==> config.mk <==
export PLATFORM = sky130hd
export DESIGN_NAME = ljpf_back_flat
export DESIGN_NICKNAME = d
export VERILOG_FILES = /design/src/rtl/ljpf_pkg.sv /design/src/rtl/ljpf_if.sv /design/src/rtl/ljpf_back.sv /design/src/flat_wrapper.sv
export SDC_FILE = /design/constraint.sdc
export NUM_CORES = 2
export LEC_CHECK = 0
export ABC_AREA = 1
export BUFFER_PORTS_ARGS = -buffer_cell sky130_fd_sc_hd__buf_2
export CORE_MARGIN = 3
export CORE_UTILIZATION = 31
export CTS_CLUSTER_DIAMETER = 200
export DETAILED_ROUTE_END_ITERATION = 6
export PLACE_DENSITY_LB_ADDON = 0.05
export SKIP_LAST_GASP = 1
export SYNTH_ARGS = -nofsm -noshare
export SYNTH_HDL_FRONTEND = slang
export SYNTH_SLANG_ARGS = --single-unit
==> constraint.sdc <==
create_clock -name clk -period 25.9 [get_ports clk]
set_clock_uncertainty 0.1 [all_clocks]
set_input_delay 3.885 -clock clk [delete_from_list [all_inputs] [get_ports clk]]
set_output_delay 3.885 -clock clk [all_outputs]
set_load 0.01 [all_outputs]
==> src/rtl/ljpf_pkg.sv <==
// ljpf_pkg: shared widths, constants, codes and types of the pair force accumulator
// no dependencies; used by every file of the block

package ljpf_pkg;

    // default parameter values
    localparam int POSITION_WIDTH_DEF = 32;
    localparam int FRACTION_BITS_DEF  = 16;

    // field widths
    localparam int DIAM_W     = 24;
    localparam int BOX_W      = 31;
    localparam int CUT_W      = 20;
    localparam int FORCE_W    = 48;
    localparam int CFG_IDX_W  = 2;
    localparam int CFG_DATA_W = 32;

    // internal widths
    localparam int SEP_BITS = 26;
    localparam int MAG_W    = SEP_BITS;
    localparam int COMP_W   = SEP_BITS + 1;
    localparam int DSUM_W   = DIAM_W + 1;
    localparam int DSQ_W    = 2 * DSUM_W;
    localparam int R2_W     = 2 * MAG_W + 2;
    localparam int S_W      = 38;
    localparam int T_W      = 44;
    localparam int U_W      = 50;
    localparam int X_W      = 52;
    localparam int H_W      = U_W - 17;
    localparam int VMAG_W   = X_W + 6;
    localparam int PROD_W   = VMAG_W + MAG_W;
    localparam int Q_W      = 47;
    localparam int THR_SHIFT = 18;
    localparam int S_SHIFT   = 30;

    // shared multiply / divide unit
    localparam int MD_A_W        = 64;
    localparam int MD_P_W        = 128;
    localparam int MD_DIGIT      = 16;
    localparam int MD_MUL_STEPS  = MD_A_W / MD_DIGIT;
    localparam int MD_DIV_STEPS  = MD_P_W;
    localparam int MD_CNT_W      = 8;

    localparam logic [MD_A_W-1:0] S_CAP    = {{(MD_A_W-S_W){1'b0}}, {S_W{1'b1}}};
    localparam logic [MD_A_W-1:0] TERM_CAP = {{(MD_A_W-Q_W){1'b0}}, {Q_W{1'b1}}};
    localparam logic [THR_SHIFT-1:0] THR_ROUND = {THR_SHIFT{1'b1}};

    // queue
    localparam int FIFO_DEPTH = 4;
    localparam int FIFO_PTR_W = 2;

    // configuration register indexes
    typedef enum logic [CFG_IDX_W-1:0] {
        REG_BOX_X  = 2'd0,
        REG_BOX_Y  = 2'd1,
        REG_CUTOFF = 2'd2
    } cfg_reg_e;

    // classified pair, front to back
    typedef struct packed {
        logic signed [COMP_W-1:0] dx;
        logic signed [COMP_W-1:0] dy;
        logic signed [COMP_W-1:0] dz;
        logic [DSUM_W-1:0]        dsum;
        logic                     active;
        logic                     last;
    } pair_t;

    typedef struct packed {
        logic start;
        logic is_div;
    } md_req_t;

    typedef struct packed {
        logic busy;
        logic done;
    } md_rsp_t;

    typedef enum logic [3:0] {
        ST_IDLE,
        ST_R2,
        ST_DSQ,
        ST_THR,
        ST_S,
        ST_T,
        ST_U,
        ST_X,
        ST_V,
        ST_VM,
        ST_VD,
        ST_EMIT
    } back_state_e;

endpackage

==> src/rtl/ljpf_if.sv <==


interface ljpf_force_if;
    logic                                valid;
    logic                                ready;
    logic signed [ljpf_pkg::FORCE_W-1:0] force_x;
    logic signed [ljpf_pkg::FORCE_W-1:0] force_y;
    logic signed [ljpf_pkg::FORCE_W-1:0] force_z;

    modport source (output valid, force_x, force_y, force_z, input ready);
    modport sink (input valid, force_x, force_y, force_z, output ready);
endinterface


==> src/rtl/ljpf_back.sv <==
// ljpf_back: sequencer that works one queued pair through the shared unit,
// accumulates saturated force sums and holds the result word; depends on ljpf_pkg, ljpf_if

module ljpf_back #(
    parameter int FRACTION_BITS = ljpf_pkg::FRACTION_BITS_DEF
) (
    input  logic                         clk,
    input  logic                         rst_n,
    input  logic                         pop_valid,
    output logic                         pop_ready,
    input  ljpf_pkg::pair_t              pop_data,
    input  logic [ljpf_pkg::CUT_W-1:0]   cutoff,
    output ljpf_pkg::md_req_t            md_req,
    output logic [ljpf_pkg::MD_P_W-1:0]  md_opa,
    output logic [ljpf_pkg::MD_A_W-1:0]  md_opb,
    output logic [ljpf_pkg::MD_A_W-1:0]  md_limit,
    input  ljpf_pkg::md_rsp_t            md_rsp,
    input  logic [ljpf_pkg::MD_P_W-1:0]  md_result,
    ljpf_force_if.source                 force_out
);
    import ljpf_pkg::*;

    localparam int TERM_SHIFT = FRACTION_BITS + 8;
    localparam int THR_W      = 2 * MD_A_W - THR_SHIFT;

    back_state_e state_reg, state_next;
    pair_t       item_reg;
    logic [1:0]  comp_reg;
    logic        issued_reg;
    logic [R2_W-1:0]   r2_reg;
    logic [DSQ_W-1:0]  dsq_reg;
    logic [S_W-1:0]    s_reg;
    logic [T_W-1:0]    t_reg;
    logic [U_W-1:0]    u_reg;
    logic [X_W-1:0]    x_reg;
    logic [VMAG_W-1:0] vmag_reg;
    logic              vneg_reg;
    logic [PROD_W-1:0] prod_reg;
    logic signed [FORCE_W-1:0] sum_x_reg, sum_y_reg, sum_z_reg;
    logic signed [FORCE_W-1:0] fx_reg, fy_reg, fz_reg;
    logic              out_valid_reg;

    logic signed [COMP_W-1:0] comp_val;
    logic [MAG_W-1:0]  cm;
    logic              vec_skip, need_unit, out_free, last_comp, out_of_range;
    logic [THR_W:0]    thr_sum;
    logic [THR_W-THR_SHIFT:0] thr;
    logic [X_W-1:0]    h_val, vdiff;
    logic              term_neg;
    back_state_e       fin_state;

    // saturating add of a signed magnitude term
    function automatic logic signed [FORCE_W-1:0] sat_add(
        input logic signed [FORCE_W-1:0] acc,
        input logic [Q_W-1:0]            q,
        input logic                      neg
    );
        logic signed [FORCE_W:0] s;
        s = neg ? ((FORCE_W+1)'(acc) - $signed((FORCE_W+1)'(q)))
                : ((FORCE_W+1)'(acc) + $signed((FORCE_W+1)'(q)));
        if (s[FORCE_W] != s[FORCE_W-1])
            return s[FORCE_W] ? {1'b1, {(FORCE_W-1){1'b0}}} : {1'b0, {(FORCE_W-1){1'b1}}};
        else
            return s[FORCE_W-1:0];
    endfunction

    // selected component, cutoff threshold, potential factor
    always_comb
    begin
        case (comp_reg)
            2'd0:    comp_val = item_reg.dx;
            2'd1:    comp_val = item_reg.dy;
            2'd2:    comp_val = item_reg.dz;
            default: comp_val = '0;
        endcase
        cm           = comp_val[COMP_W-1] ? MAG_W'(-comp_val) : comp_val[MAG_W-1:0];
        last_comp    = (comp_reg == 2'd2);
        vec_skip     = (cm == '0) || (vmag_reg == '0);
        out_free     = !out_valid_reg || force_out.ready;
        thr_sum      = (THR_W+1)'(md_result[2*MD_A_W-1-THR_SHIFT+THR_SHIFT-1:0])
                     + (THR_W+1)'(THR_ROUND);
        thr          = thr_sum[THR_W:THR_SHIFT];
        out_of_range = ((THR_W+1)'(r2_reg) >= (THR_W+1)'(thr)) || (r2_reg == '0);
        h_val        = X_W'(u_reg[U_W-1:U_W-H_W]);
        vdiff        = (x_reg < h_val) ? (h_val - x_reg) : (x_reg - h_val);
        term_neg     = vneg_reg ^ comp_val[COMP_W-1];
        fin_state    = item_reg.last ? ST_EMIT : ST_IDLE;
    end

    // next state
    always_comb
    begin
        state_next = state_reg;
        case (state_reg)
            ST_IDLE:
                if (pop_valid)
                begin
                    if (pop_data.active)
                        state_next = ST_R2;
                    else if (pop_data.last)
                        state_next = ST_EMIT;
                end
            ST_R2:
                if (md_rsp.done && last_comp)
                    state_next = ST_DSQ;
            ST_DSQ:
                if (md_rsp.done)
                    state_next = ST_THR;
            ST_THR:
                if (md_rsp.done)
                    state_next = out_of_range ? fin_state : ST_S;
            ST_S:
                if (md_rsp.done)
                    state_next = ST_T;
            ST_T:
                if (md_rsp.done)
                    state_next = ST_U;
            ST_U:
                if (md_rsp.done)
                    state_next = ST_X;
            ST_X:
                if (md_rsp.done)
                    state_next = ST_V;
            ST_V:
                state_next = ST_VM;
            ST_VM:
                if (vec_skip)
                    state_next = last_comp ? fin_state : ST_VM;
                else if (md_rsp.done)
                    state_next = ST_VD;
            ST_VD:
                if (md_rsp.done)
                    state_next = last_comp ? fin_state : ST_VM;
            ST_EMIT:
                if (out_free)
                    state_next = ST_IDLE;
            default:
                state_next = ST_IDLE;
        endcase
    end

    // unit requests and operands
    always_comb
    begin
        need_unit = 1'b0;
        md_opa    = '0;
        md_opb    = '0;
        md_limit  = '0;
        md_req.is_div = 1'b0;
        case (state_reg)
            ST_R2:
            begin
                need_unit = 1'b1;
                md_opa    = MD_P_W'(cm);
                md_opb    = MD_A_W'(cm);
            end
            ST_DSQ:
            begin
                need_unit = 1'b1;
                md_opa    = MD_P_W'(item_reg.dsum);
                md_opb    = MD_A_W'(item_reg.dsum);
            end
            ST_THR:
            begin
                need_unit = 1'b1;
                md_opa    = MD_P_W'(cutoff);
                md_opb    = MD_A_W'(dsq_reg);
            end
            ST_S:
            begin
                need_unit     = 1'b1;
                md_req.is_div = 1'b1;
                md_opa        = MD_P_W'(dsq_reg) << S_SHIFT;
                md_opb        = MD_A_W'(r2_reg);
                md_limit      = S_CAP;
            end
            ST_T:
            begin
                need_unit = 1'b1;
                md_opa    = MD_P_W'(s_reg);
                md_opb    = MD_A_W'(s_reg);
            end
            ST_U:
            begin
                need_unit = 1'b1;
                md_opa    = MD_P_W'(t_reg);
                md_opb    = MD_A_W'(s_reg);
            end
            ST_X:
            begin
                need_unit = 1'b1;
                md_opa    = MD_P_W'(u_reg);
                md_opb    = MD_A_W'(u_reg);
            end
            ST_VM:
            begin
                need_unit = !vec_skip;
                md_opa    = MD_P_W'(vmag_reg);
                md_opb    = MD_A_W'(cm);
            end
            ST_VD:
            begin
                need_unit     = 1'b1;
                md_req.is_div = 1'b1;
                md_opa        = MD_P_W'(prod_reg) << TERM_SHIFT;
                md_opb        = MD_A_W'(r2_reg);
                md_limit      = TERM_CAP;
            end
            default:
                need_unit = 1'b0;
        endcase
        md_req.start = need_unit && !issued_reg;
        pop_ready    = (state_reg == ST_IDLE);
    end

    // control, sums and result word
    always_ff @(posedge clk or negedge rst_n)
    begin
        if (!rst_n)
        begin
            state_reg     <= ST_IDLE;
            issued_reg    <= 1'b0;
            sum_x_reg     <= '0;
            sum_y_reg     <= '0;
            sum_z_reg     <= '0;
            out_valid_reg <= 1'b0;
        end
        else
        begin
            state_reg <= state_next;
            if (md_rsp.done)
                issued_reg <= 1'b0;
            else if (md_req.start)
                issued_reg <= 1'b1;
            if (state_reg == ST_VD && md_rsp.done)
            begin
                case (comp_reg)
                    2'd0:    sum_x_reg <= sat_add(sum_x_reg, md_result[Q_W-1:0], term_neg);
                    2'd1:    sum_y_reg <= sat_add(sum_y_reg, md_result[Q_W-1:0], term_neg);
                    default: sum_z_reg <= sat_add(sum_z_reg, md_result[Q_W-1:0], term_neg);
                endcase
            end
            if (state_reg == ST_EMIT && out_free)
            begin
                sum_x_reg     <= '0;
                sum_y_reg     <= '0;
                sum_z_reg     <= '0;
                out_valid_reg <= 1'b1;
            end
            else if (force_out.ready)
                out_valid_reg <= 1'b0;
        end
    end

    // pair payload and intermediate values
    always_ff @(posedge clk)
    begin
        case (state_reg)
            ST_IDLE:
                if (pop_valid)
                begin
                    item_reg <= pop_data;
                    comp_reg <= 2'd0;
                    r2_reg   <= '0;
                end
            ST_R2:
                if (md_rsp.done)
                begin
                    r2_reg   <= r2_reg + R2_W'(md_result[2*MAG_W-1:0]);
                    comp_reg <= last_comp ? 2'd0 : comp_reg + 2'd1;
                end
            ST_DSQ:
                if (md_rsp.done)
                    dsq_reg <= md_result[DSQ_W-1:0];
            ST_S:
                if (md_rsp.done)
                    s_reg <= md_result[S_W-1:0];
            ST_T:
                if (md_rsp.done)
                    t_reg <= md_result[T_W+31:32];
            ST_U:
                if (md_rsp.done)
                    u_reg <= md_result[U_W+31:32];
            ST_X:
                if (md_rsp.done)
                    x_reg <= md_result[X_W+47:48];
            ST_V:
            begin
                vneg_reg <= (x_reg < h_val);
                vmag_reg <= (VMAG_W'(vdiff) << 5) + (VMAG_W'(vdiff) << 4);
                comp_reg <= 2'd0;
            end
            ST_VM:
                if (vec_skip)
                    comp_reg <= comp_reg + 2'd1;
                else if (md_rsp.done)
                    prod_reg <= md_result[PROD_W-1:0];
            ST_VD:
                if (md_rsp.done)
                    comp_reg <= comp_reg + 2'd1;
            ST_EMIT:
                if (out_free)
                begin
                    fx_reg <= sum_x_reg;
                    fy_reg <= sum_y_reg;
                    fz_reg <= sum_z_reg;
                end
            default:
                comp_reg <= comp_reg;
        endcase
    end

    assign force_out.valid   = out_valid_reg;
    assign force_out.force_x = fx_reg;
    assign force_out.force_y = fy_reg;
    assign force_out.force_z = fz_reg;

`ifndef NO_ASSERTIONS
    // a request only goes to an idle unit
    assert property (@(posedge clk) disable iff (!rst_n)
        md_req.start |-> !md_rsp.busy)
        else $error("unit started while busy");

    // the unit only answers a state that asked for it
    assert property (@(posedge clk) disable iff (!rst_n)
        md_rsp.done |-> (state_reg != ST_IDLE && state_reg != ST_EMIT && state_reg != ST_V))
        else $error("unit answer in a state without request");

    // emitting a result clears the running sums and raises valid
    assert property (@(posedge clk) disable iff (!rst_n)
        (state_reg == ST_EMIT && out_free) |=>
        (sum_x_reg == '0 && sum_y_reg == '0 && sum_z_reg == '0 && out_valid_reg))
        else $error("sums not cleared on emit");
`endif

endmodule

==> src/flat_wrapper.sv <==
// flat-port wrapper written by rule: the top's interface ports become plain ports
module ljpf_back_flat import ljpf_pkg::*;
#(
    parameter int FRACTION_BITS = ljpf_pkg::FRACTION_BITS_DEF
)
  (clk, rst_n, pop_valid, pop_ready, pop_data, cutoff, md_req, md_opa, md_opb, md_limit, md_rsp, md_result, force_out_valid, force_out_force_x, force_out_force_y, force_out_force_z, force_out_ready);
  ljpf_force_if force_out_i ();
  input  logic clk;
  input  logic rst_n;
  input  logic pop_valid;
  output logic pop_ready;
  input  ljpf_pkg::pair_t pop_data;
  input  logic [ljpf_pkg::CUT_W-1:0] cutoff;
  output ljpf_pkg::md_req_t md_req;
  output logic [ljpf_pkg::MD_P_W-1:0] md_opa;
  output logic [ljpf_pkg::MD_A_W-1:0] md_opb;
  output logic [ljpf_pkg::MD_A_W-1:0] md_limit;
  input  ljpf_pkg::md_rsp_t md_rsp;
  input  logic [ljpf_pkg::MD_P_W-1:0] md_result;
  output wire logic [$bits(force_out_i.valid)-1:0] force_out_valid;
  output wire logic [$bits(force_out_i.force_x)-1:0] force_out_force_x;
  output wire logic [$bits(force_out_i.force_y)-1:0] force_out_force_y;
  output wire logic [$bits(force_out_i.force_z)-1:0] force_out_force_z;
  input wire logic [$bits(force_out_i.ready)-1:0] force_out_ready;
  assign force_out_valid = force_out_i.valid;
  assign force_out_force_x = force_out_i.force_x;
  assign force_out_force_y = force_out_i.force_y;
  assign force_out_force_z = force_out_i.force_z;
  assign force_out_i.ready = force_out_ready;
  ljpf_back #(.FRACTION_BITS(FRACTION_BITS)) u_core (.clk(clk), .rst_n(rst_n), .pop_valid(pop_valid), .pop_ready(pop_ready), .pop_data(pop_data), .cutoff(cutoff), .md_req(md_req), .md_opa(md_opa), .md_opb(md_opb), .md_limit(md_limit), .md_rsp(md_rsp), .md_result(md_result), .force_out(force_out_i));
endmodule
==> results.txt <==
The flow ran to the end, and the final reports show no timing, DRC or antenna violations. The clock slew at the register clock pins of the worst setup and hold paths is 60 ps. The effective utilization at floorplan came out at 31.3%.

The clock latency at the later pin of the worst-skew pair came out at 770 ps. The internal power summed over all cells came out at around 4 mW. The largest family of logic cells by synthesized area is simple AND/OR/NAND/NOR gates. The portion of synthesized cell area occupied by the leading cell type came out at around 34%.

The CTS buffer count came out at approximately 100. The top cell types in the final layout, fill and taps aside, are sky130_fd_sc_hd__nand2_1, sky130_fd_sc_hd__inv_1, sky130_fd_sc_hd__nor2_1. The root buffer cell chosen for the clock tree is sky130_fd_sc_hd__clkbuf_16.

The number of vias in the routed layout came out at 57,200. The HPWL after detailed placement is 250 mm. The number of flip-flops in the largest register came out at around 110.

The average cell area after synthesis came out at 7.85 um^2. The clock power share came out at 19.5%. The number of fillers in the final layout came out at 20,500. The net count of the finished layout came out at 8,846. The fraction of synthesized cell area in xor and xnor cells came out at roughly 5.2%. For the worst setup path, the data arrival time is 10,500 ps.

Prior to clock tree synthesis, the placed netlist has a worst setup slack of roughly 15,000 ps. The synthesized design spends more area on one cell type than any other, namely sky130_fd_sc_hd__edfxtp_1. The most used flip-flop cell after synthesis is sky130_fd_sc_hd__edfxtp_1. In this run the remaining antenna-violating nets after routing total 0. The number of search-and-repair iterations in the first detailed-routing pass came out at 6. After detailed routing, the average wire length per cell comes to 28.8 um. The deepest level of the CTS H-tree came out at 3.

Setup repair after global routing left no endpoint under its margin. The post-synthesis sequential area ratio came out at 40.5%. Using the TritonRoute via totals, the vias-per-cell ratio works out to 5.30.

Adding up every negative setup slack in the final design gives 0 ps. The fraction of layout cells with a size suffix above 1 is 11.4%. The buffer count from post-CTS setup fixing is 0. For the finished layout, the period the worst path requires is 9960 ps. The final setup violation count came out at 0.

The fraction of synthesized area in multiplexers is 0.0336%. The analysis attributes to net switching a power of 4.14 mW. The number of hold-slack violations in the final timing report came out at 0.

The distinct cell type count after synthesis is 71. The core outline area came out at about 0.19 mm^2. Counting flops with an async set or reset pin after synthesis yields a share of between 10% and 20%.

The number of maximum-capacitance violations is 0. The smallest setup slack after layout came out at approximately 16,000 ps. The complex-gate fraction of the synthesized area came out at 15.6%. The first global-routing pass estimated 427 mm of wire. At the pin with the least slew margin, the transition time is 1110 ps. The share of the cycle needed by the critical path after routing came out at 38.5%. For this block, the routed nets add up to a little over 300 mm of wire.

The analysis attributes to cell leakage a power of 30.6 nW. By area the synthesized netlist is led by sky130_fd_sc_hd__edfxtp_1, sky130_fd_sc_hd__nand2_1, sky130_fd_sc_hd__ha_1, sky130_fd_sc_hd__dfrtp_1, sky130_fd_sc_hd__inv_1. The horizontal die dimension came out at 445 um.

The total overflow left after global routing is 0. The part of the total power dissipated in sequential elements came out at 25.2%. The worst hold-check slack came out at slightly below 400 ps.

The count of flip-flops with a built-in enable after synthesis came out at about 700. The path class of the tightest hold or removal check is flop to flop. The proportion of total power due to net switching came out at roughly half.

The layout overhead on the synthesized area came out at 15.8%. The proportion of power drawn by combinational gates came out at between 50% and 60%. The worst relative slew slack is 25.7%. The area share of fa/ha/maj cells after synthesis is 8.15%. The number of global-route vias before repair is 56,600. The multi-input gate area in the final layout came out at 0.0308 mm^2. The post-synthesis sequential element count came out at 830. After detailed routing, the number of remaining DRC violations is 0. The simple-gate area share of the yosys netlist is 22.2%. The largest net degree at the start of global routing came out at 96. The largest driver fanout on the critical path is 45. The cell count after synthesis came out at 7,599.

The number of antenna violations at the first check in global routing came out at 37. The floorplan die height is 445 um. The floorplan has 160 rows.

The maximum number of buffers from clock root to sink is 3. The post-route total power came out at about 8 mW. For the worst setup path, the data required time is 26,430 ps. For this run, the top clock speed supported by timing is 0.100 GHz. The flip-flop and latch area came out at 0.0242 mm^2.

The count of hold-fix buffers inserted at cts came out at 0. The max-slew violation total from the final report came out at 0. The category of the critical setup timing path is input port to flop.

The power density relative to cell area came out at 116 mW/mm^2. Port buffering added 600 buffers. TritonCTS built the clock tree. The mapped cell area is 0.0596 mm^2. After clock tree synthesis, the repair step resized 0 gates. The area of the die came out at 0.198 mm^2. The startpoint kind of the worst setup timing path is an input port. The largest vdd supply drop came out at between 90 and 100 uV. The library cell used most frequently in the layout, excluding fill and tap cells, is sky130_fd_sc_hd__nand2_1.

The number of DRC markers in iteration 0 came out at just over 5,000. The routability congestion estimate from global placement came out at 0.974. The number of warning messages in the yosys log is 0. The top-level port count came out at 666. The kind of capture point of the worst setup path is a flop.

For this run, the total global-route usage over all layers was measured as 30.4%. The CTS sink count came out at 830.
==> stage by stage <==
step	instance area, um^2	util (%)	std cells
after floorplan	59800	-	7645
after global placement	65400	34.3	10600
after detailed placement	65400	34.3	10600
after CTS	69000	36.2	10800
after global routing	69000	36.2	10800
final	69000	36.2	10800
==> cells by family (layout without fill, tap and decap cells) <==
family	Yosys count	after routing
AO/OA/AOI/OAI	1602	1602
XOR/XNOR	352	352
adder cells (fa/ha/maj)	384	384
buffers and inverters	1193	1836
flip-flops	830	830
multiplexers	2	2
other	1	54
AND/OR/NAND/NOR	3235	3235
==> layer usage <==
layer	vias up	global-route usage [%]	part of all wire [%]	routed length, um
met5	-	0	0.011	35
met4	6	15.1	5.7	17700
met3	489	3.93	5.4	16900
met2	1969	53.9	50	154000
met1	27900	36.1	39	122000
li1	26900	-	-	-
==> synth_stat cells, types with 110 or more instances <==
cell type,instances
sky130_fd_sc_hd__xnor2_1,127
sky130_fd_sc_hd__edfxtp_1,680
sky130_fd_sc_hd__o21ai_1,110
sky130_fd_sc_hd__xor2_1,225
sky130_fd_sc_hd__o21ai_0,416
sky130_fd_sc_hd__a31oi_1,113
sky130_fd_sc_hd__nor2_1,854
sky130_fd_sc_hd__ha_1,377
sky130_fd_sc_hd__dfrtp_1,150
sky130_fd_sc_hd__nand2_1,1829
sky130_fd_sc_hd__inv_1,941
sky130_fd_sc_hd__a21oi_1,594
sky130_fd_sc_hd__nand3_1,228
==> power groups by stage <==
stage	logic (mW)	clock network, mW	registers, mW
3_5_place_dp	4.42	0	2.05
5_1_grt	4.83	1.65	2.04
3_3_place_gp	4.43	0	2.05
2_1_floorplan	2.76	0	1.91
6_report	4.44	1.56	2.03
4_1_cts	4.44	1.60	2.03
==> worst paths after layout <==
kind,slack [ps],cells after the start,endpoint,from
setup / recovery,15940,26,u_core.sum_x_reg[6]$_DFFE_PN0P_,md_result[1]
hold / removal,390,0,u_core.force_out.force_z[22]$_DFFE_PP_,u_core.sum_z_reg[22]$_DFFE_PN0P_
setup reg to reg,17650,22,u_core.sum_x_reg[6]$_DFFE_PN0P_,u_core.comp_reg[0]$_DFFE_PP_
hold reg to reg,390,0,u_core.force_out.force_z[22]$_DFFE_PP_,u_core.sum_z_reg[22]$_DFFE_PN0P_
max in group asynchronous,20630,3,u_core.sum_y_reg[11]$_DFFE_PN0P_,rst_n
min in group asynchronous,2970,1,u_core.sum_z_reg[39]$_DFFE_PN0P_,rst_n
==> cell type report <==
type | count | share of cell area (%)
antenna | 7 | 0.0254
clock buffer | 114 | 3.81
clock inverter | 78 | 1.39
inverter | 957 | 5.20
multi-input combinational | 5622 | 44.7
sequential | 830 | 35.0
tap | 2511 | 4.55
timing repair buffer | 687 | 5.32
==> worst max-delay path: stages <==
cell                       delay (ps)
sky130_fd_sc_hd__buf_2            230
sky130_fd_sc_hd__inv_1            340
sky130_fd_sc_hd__ha_1             300
sky130_fd_sc_hd__inv_1            100
sky130_fd_sc_hd__nor2_4           140
sky130_fd_sc_hd__inv_2             50
sky130_fd_sc_hd__nor2_4           110
sky130_fd_sc_hd__inv_2             70
sky130_fd_sc_hd__nor3_4           220
sky130_fd_sc_hd__a21oi_1          170
sky130_fd_sc_hd__a21oi_1          290
sky130_fd_sc_hd__inv_1             70
sky130_fd_sc_hd__a21oi_1          320
sky130_fd_sc_hd__xor2_1           800
sky130_fd_sc_hd__ha_1             440
sky130_fd_sc_hd__nand2_1          140
sky130_fd_sc_hd__o21a_1           150
sky130_fd_sc_hd__o21ai_0           70
sky130_fd_sc_hd__o21bai_1         310
sky130_fd_sc_hd__a21oi_1          510
sky130_fd_sc_hd__xor2_1           410
sky130_fd_sc_hd__inv_2             70
sky130_fd_sc_hd__nand2_2          120
sky130_fd_sc_hd__nand2_2          610
sky130_fd_sc_hd__o21ai_0          420
sky130_fd_sc_hd__nand2_1           80
No activity file was read; power rests on OpenSTA's default activity.
